$ cat src/design/ptsd_pkg.sv
`timescale 1ns / 1ps
// ----------------------------------------------------------------------------
// ptsd_pkg
// Shared types for the point to segment distance pipeline.
// ----------------------------------------------------------------------------
package ptsd_pkg;

    // Which point of the segment is nearest to the query point
    typedef enum logic [1:0] {
        MODE_START = 2'd0,
        MODE_END   = 2'd1,
        MODE_PROJ  = 2'd2
    } t_seg_mode;

    localparam int MODE_W = 2;

    // Pipeline control handed to the iterative units
    typedef struct packed {
        logic en;     // whole pipeline advances
        logic valid;  // an item enters the unit
    } t_pipe_ctl;

endpackage

$ cat src/design/ptsd_sqrt.sv
`timescale 1ns / 1ps
// ----------------------------------------------------------------------------
// ptsd_sqrt
// Pipelined integer square root, floor(sqrt(rad)); one root bit per stage.
// ----------------------------------------------------------------------------
module ptsd_sqrt import ptsd_pkg::*; #(
    parameter int RAD_BITS  = 55,
    parameter int ROOT_BITS = 28
) (
    input  logic                 i_clk,
    input  logic                 i_rst_n,
    input  t_pipe_ctl            i_ctl,
    input  logic [RAD_BITS-1:0]  i_rad,
    output logic                 o_valid,
    output logic [ROOT_BITS-1:0] o_root
);

    localparam int NW = 2 * ROOT_BITS;
    localparam int RM = ROOT_BITS + 1;

    logic [ROOT_BITS-1:0] r_vld;
    logic [NW-1:0]        r_n    [ROOT_BITS];
    logic [RM-1:0]        r_rem  [ROOT_BITS];
    logic [ROOT_BITS-1:0] r_root [ROOT_BITS];

    always_ff @(posedge i_clk) begin
        if (!i_rst_n) begin
            r_vld <= '0;
        end else if (i_ctl.en) begin
            r_vld <= {r_vld[ROOT_BITS-2:0], i_ctl.valid};
        end
    end

    for (genvar k = 0; k < ROOT_BITS; k++) begin : g_stage
        logic [NW-1:0]        w_n;
        logic [RM-1:0]        w_rem;
        logic [ROOT_BITS-1:0] w_root;
        logic [RM+1:0]        w_sh;
        logic [RM+1:0]        w_trial;
        logic [RM+1:0]        w_diff;
        logic                 w_ge;

        if (k == 0) begin : g_first
            assign w_n    = NW'(i_rad);
            assign w_rem  = '0;
            assign w_root = '0;
        end else begin : g_next
            assign w_n    = r_n[k-1];
            assign w_rem  = r_rem[k-1];
            assign w_root = r_root[k-1];
        end

        assign w_sh    = {w_rem, w_n[NW-1 -: 2]};
        assign w_trial = {1'b0, w_root, 2'b01};
        assign w_ge    = (w_sh >= w_trial);
        assign w_diff  = w_sh - w_trial;

        always_ff @(posedge i_clk) begin
            if (i_ctl.en) begin
                r_n[k]    <= {w_n[NW-3:0], 2'b00};
                r_rem[k]  <= w_ge ? w_diff[RM-1:0] : w_sh[RM-1:0];
                r_root[k] <= {w_root[ROOT_BITS-2:0], w_ge};
            end
        end
    end

    assign o_valid = r_vld[ROOT_BITS-1];
    assign o_root  = r_root[ROOT_BITS-1];

endmodule

$ cat config.mk
export PLATFORM = sky130hd
export DESIGN_NAME = ptsd_sqrt
export DESIGN_NICKNAME = d
export VERILOG_FILES = /design/src/design/ptsd_pkg.sv /design/src/design/ptsd_sqrt.sv
export SDC_FILE = /design/constraint.sdc
export NUM_CORES = 2
export LEC_CHECK = 0
export ABC_AREA = 1
export BUFFER_PORTS_ARGS = -buffer_cell sky130_fd_sc_hd__buf_4
export CORE_MARGIN = 1
export CORE_UTILIZATION = 40
export CTS_CLUSTER_SIZE = 12
export DETAILED_ROUTE_END_ITERATION = 10
export SYNTH_ARGS = -nofsm -noshare
export SYNTH_HDL_FRONTEND = slang
export SYNTH_SLANG_ARGS = --single-unit
$ cat constraint.sdc
create_clock -name i_clk -period 6.14 [get_ports i_clk]
set_input_delay 0.614 -clock i_clk [delete_from_list [all_inputs] [get_ports i_clk]]
set_output_delay 0.614 -clock i_clk [all_outputs]
set_load 0.005 [all_outputs]
==> impl_metrics.json <==
{
  "cts_buffers": 217,
  "finalCritPeriodShare_pct": 52.60,
  "finalHoldViolations": 0,
  "clk_pin_slew_ns": 0.06,
  "ir_drop_mv": 0.2335,
  "syn_nets": 12670,
  "arrival_ns": 3.87,
  "coreArea_um2": 263000,
  "final_net_count": 12960,
  "synth.yosys.warnings": 0,
  "synth.most_common_cell": "nand2_1",
  "synth_compound_area_share_pct": 4.477,
  "critPathMaxFanout": 29,
  "tightest_slew_ns": 1.173,
  "relSlewSlack_pct": 21.78,
  "p_leak_nw": 53.52,
  "drt_pass1_iterations": 8,
  "antenna_left": 0,
  "synth_xor_area_share_pct": 2.554,
  "synthAdderAreaFrac_pct": 5.113,
  "netlist_top_cells_area": "edfxtp_1 (54%), nand2_1 (15%), inv_1 (7.6%), ha_1 (5.1%), nor2_1 (3.6%)",
  "grtUsageTotal_pct": 20.27,
  "place.gp.congestion": 0.9518,
  "grt_remaining_overflow": 0,
  "clockBufferDepth": 4,
  "netlist_instances": 12180,
  "setup_slack_ns": 2.910,
  "synth_top_area_share_pct": 53.79,
  "io_pins": 88,
  "rsz0062_at_grt": "no",
  "drive_above_1_share_pct": 5.590,
  "die_h_um": 516.7,
  "num_rows": 188,
  "netlist_area_um2": 106000,
  "cts.sinks": 1926,
  "dp_hpwl_mm": 209.3,
  "hold_buffers": 56,
  "crit_path_start_kind": "register",
  "io_buffers": 87,
  "yosys.area_share.simple_pct": 25.04,
  "status": "complete, no violations",
  "postCtsSetupRepairBufs": 0,
  "initial_utilization_pct": 40.29,
  "cp.required_ns": 6.78,
  "synth_top_family_by_area": "simple AND/OR/NAND/NOR gates",
  "muxShareOfSynthArea_pct": 0,
  "routed_wl_mm": 273.9,
  "yosys-top-cells-count": "nand2_1 (4149), inv_1 (2135), edfxtp_1 (1898)",
  "clock.fmax_ghz": 0.3096,
  "cap_violations": 0,
  "syn_to_final_growth_pct": 11.32,
  "syn-mean-instance-area_um2": 8.700,
  "fin_skew_ns": 0.07927,
  "ys.flop_type": "edfxtp_1",
  "synth_edf_count": 1898,
  "grt_max_degree": 185,
  "hold_class": "in2reg",
  "clk_latency_ns": 0.91,
  "die-area_um2": 266900,
  "grt_pass1_vias": 73700,
  "htreeDepth": 4,
  "setup_tns_ns": 0,
  "clockRootBuffer": "clkbuf_16",
  "finalSetupViolCount": 0,
  "period_needed_ns": 3.230,
  "drc_errors": 0,
  "grt_pass1_wl_mm": 421.4,
  "cp-end-kind": "register",
  "synth.largest_area_cell": "edfxtp_1",
  "die_width_um": 516.7,
  "via_per_inst": 4.834,
  "dp_slack_ns": 2.918,
  "wl_per_cell_um": 16.96,
  "post_cts_resized": 0,
  "slew_viol_final": 0,
  "worstSetupPathType": "reg2reg",
  "synth-seq-cells": 1926,
  "vias": 78050,
  "async_flop_share_pct": 0,
  "fillers": 25860,
  "p_per_area_nw_per_um2": 324.9,
  "yosysSeqAreaShare_pct": 54.32,
  "ys_types": 55,
  "first_iter_violations": 6606,
  "cts_tree": "built",
  "antenna_found_initial": 6
}
[kinds of logic after synthesis]
| logic type | after synthesis |
|---|---|
| AO/OA/AOI/OAI | 825 |
| XOR/XNOR | 309 |
| adder cells (fa/ha/maj) | 433 |
| buffers and inverters | 2266 |
| flip-flops | 1926 |
| other | 1 |
| AND/OR/NAND/NOR | 6418 |
[power by group]
group | total, mW | switching, mW | internal [mW]
Clock | 12.5 | 5.31 | 7.23
Sequential | 17.3 | 1.03 | 16.2
Combinational | 8.50 | 5.73 | 2.77
[final timing paths]
check | slack [ns] | endpoint | from | depth (start not counted)
hold reg to reg | 0.37 | r_n[0][337]$_DFFE_PP_ | r_n[0][281]$_DFFE_PP_ | 0
setup / recovery | 2.91 | r_rem[1][250]$_DFFE_PP_ | r_rem[1][206]$_DFFE_PP_ | 12
setup reg to reg | 2.91 | r_rem[1][250]$_DFFE_PP_ | r_rem[1][206]$_DFFE_PP_ | 12
hold / removal | 0.14 | r_vld[27]$_SDFFE_PN0P_ | i_rst_n | 3
[through the flow]
step	std cells	power, mW	hold WS [ns]	utilization [%]	instance area, um^2
2_1_floorplan	12180	22.98	0.4003	-	106000
3_3_place_gp	15710	25.94	0.4000	42.05	110600
3_5_place_dp	15710	25.93	0.4045	42.05	110600
4_1_cts	16140	38.73	0.06296	44.85	117900
5_1_grt	16150	40.50	0.1227	44.85	117900
6_report	16150	38.32	0.1376	44.85	117900
[per-layer routing]
metal	share of wire [%]	track usage, %	vias up
li1	-	-	39760
met1	47	29.27	35930
met2	44	31.87	1957
met3	5.8	2.737	395
met4	2.5	5.373	2
met5	0.0047	0	-
[area by class of cell]
type | instances | area, um^2 | share of cell area (%)
flip-flops and latches | 1926 | 57560 | 48.80
multi-input cells | 7986 | 39410 | 33.41
inverters | 2165 | 8142 | 6.903
clock buffers | 268 | 5677 | 4.813
well taps | 3515 | 4398 | 3.729
repair buffers | 174 | 1629 | 1.381
clock inverters | 110 | 1134 | 0.9611
diodes | 1 | 2.502 | 0.002122
[critical path, stage by stage (launching register included)]
cell      delay, ns
edfxtp_1       0.40
ha_1           0.38
nand2_1        0.13
nor2_1         0.20
nand3_1        0.22
nor2_1         0.14
nand2_1        0.07
nand2_1        0.06
nor2_1         0.05
nand2_2        0.54
inv_2          0.48
nand2_1        0.15
nand2_1        0.12
[cell usage in the layout, fill, tap and decap left out, types with 31 or more instances in the layout]
cell              n
nand2_1        4149
inv_1          2135
edfxtp_1       1898
nor2_1         1027
nand3_1         654
ha_1            433
a21oi_1         386
o21ai_0         225
clkbuf_16       219
xor2_1          206
nand4_1         161
nor3_1          134
nand3b_1        104
buf_4           104
xnor2_1         103
a21oi_2          90
dlygate4sd3_1    56
clkbuf_1         46
nor2_2           44
o21ai_1          34
o21ai_2          32
clkinv_1         31
[sequential cells by signal, summed over array words and instances, names as in the netlist]
signal	flops
r_rem	736
r_n	756
r_root	406
r_vld	28
Power figures use the tool's default switching activity.
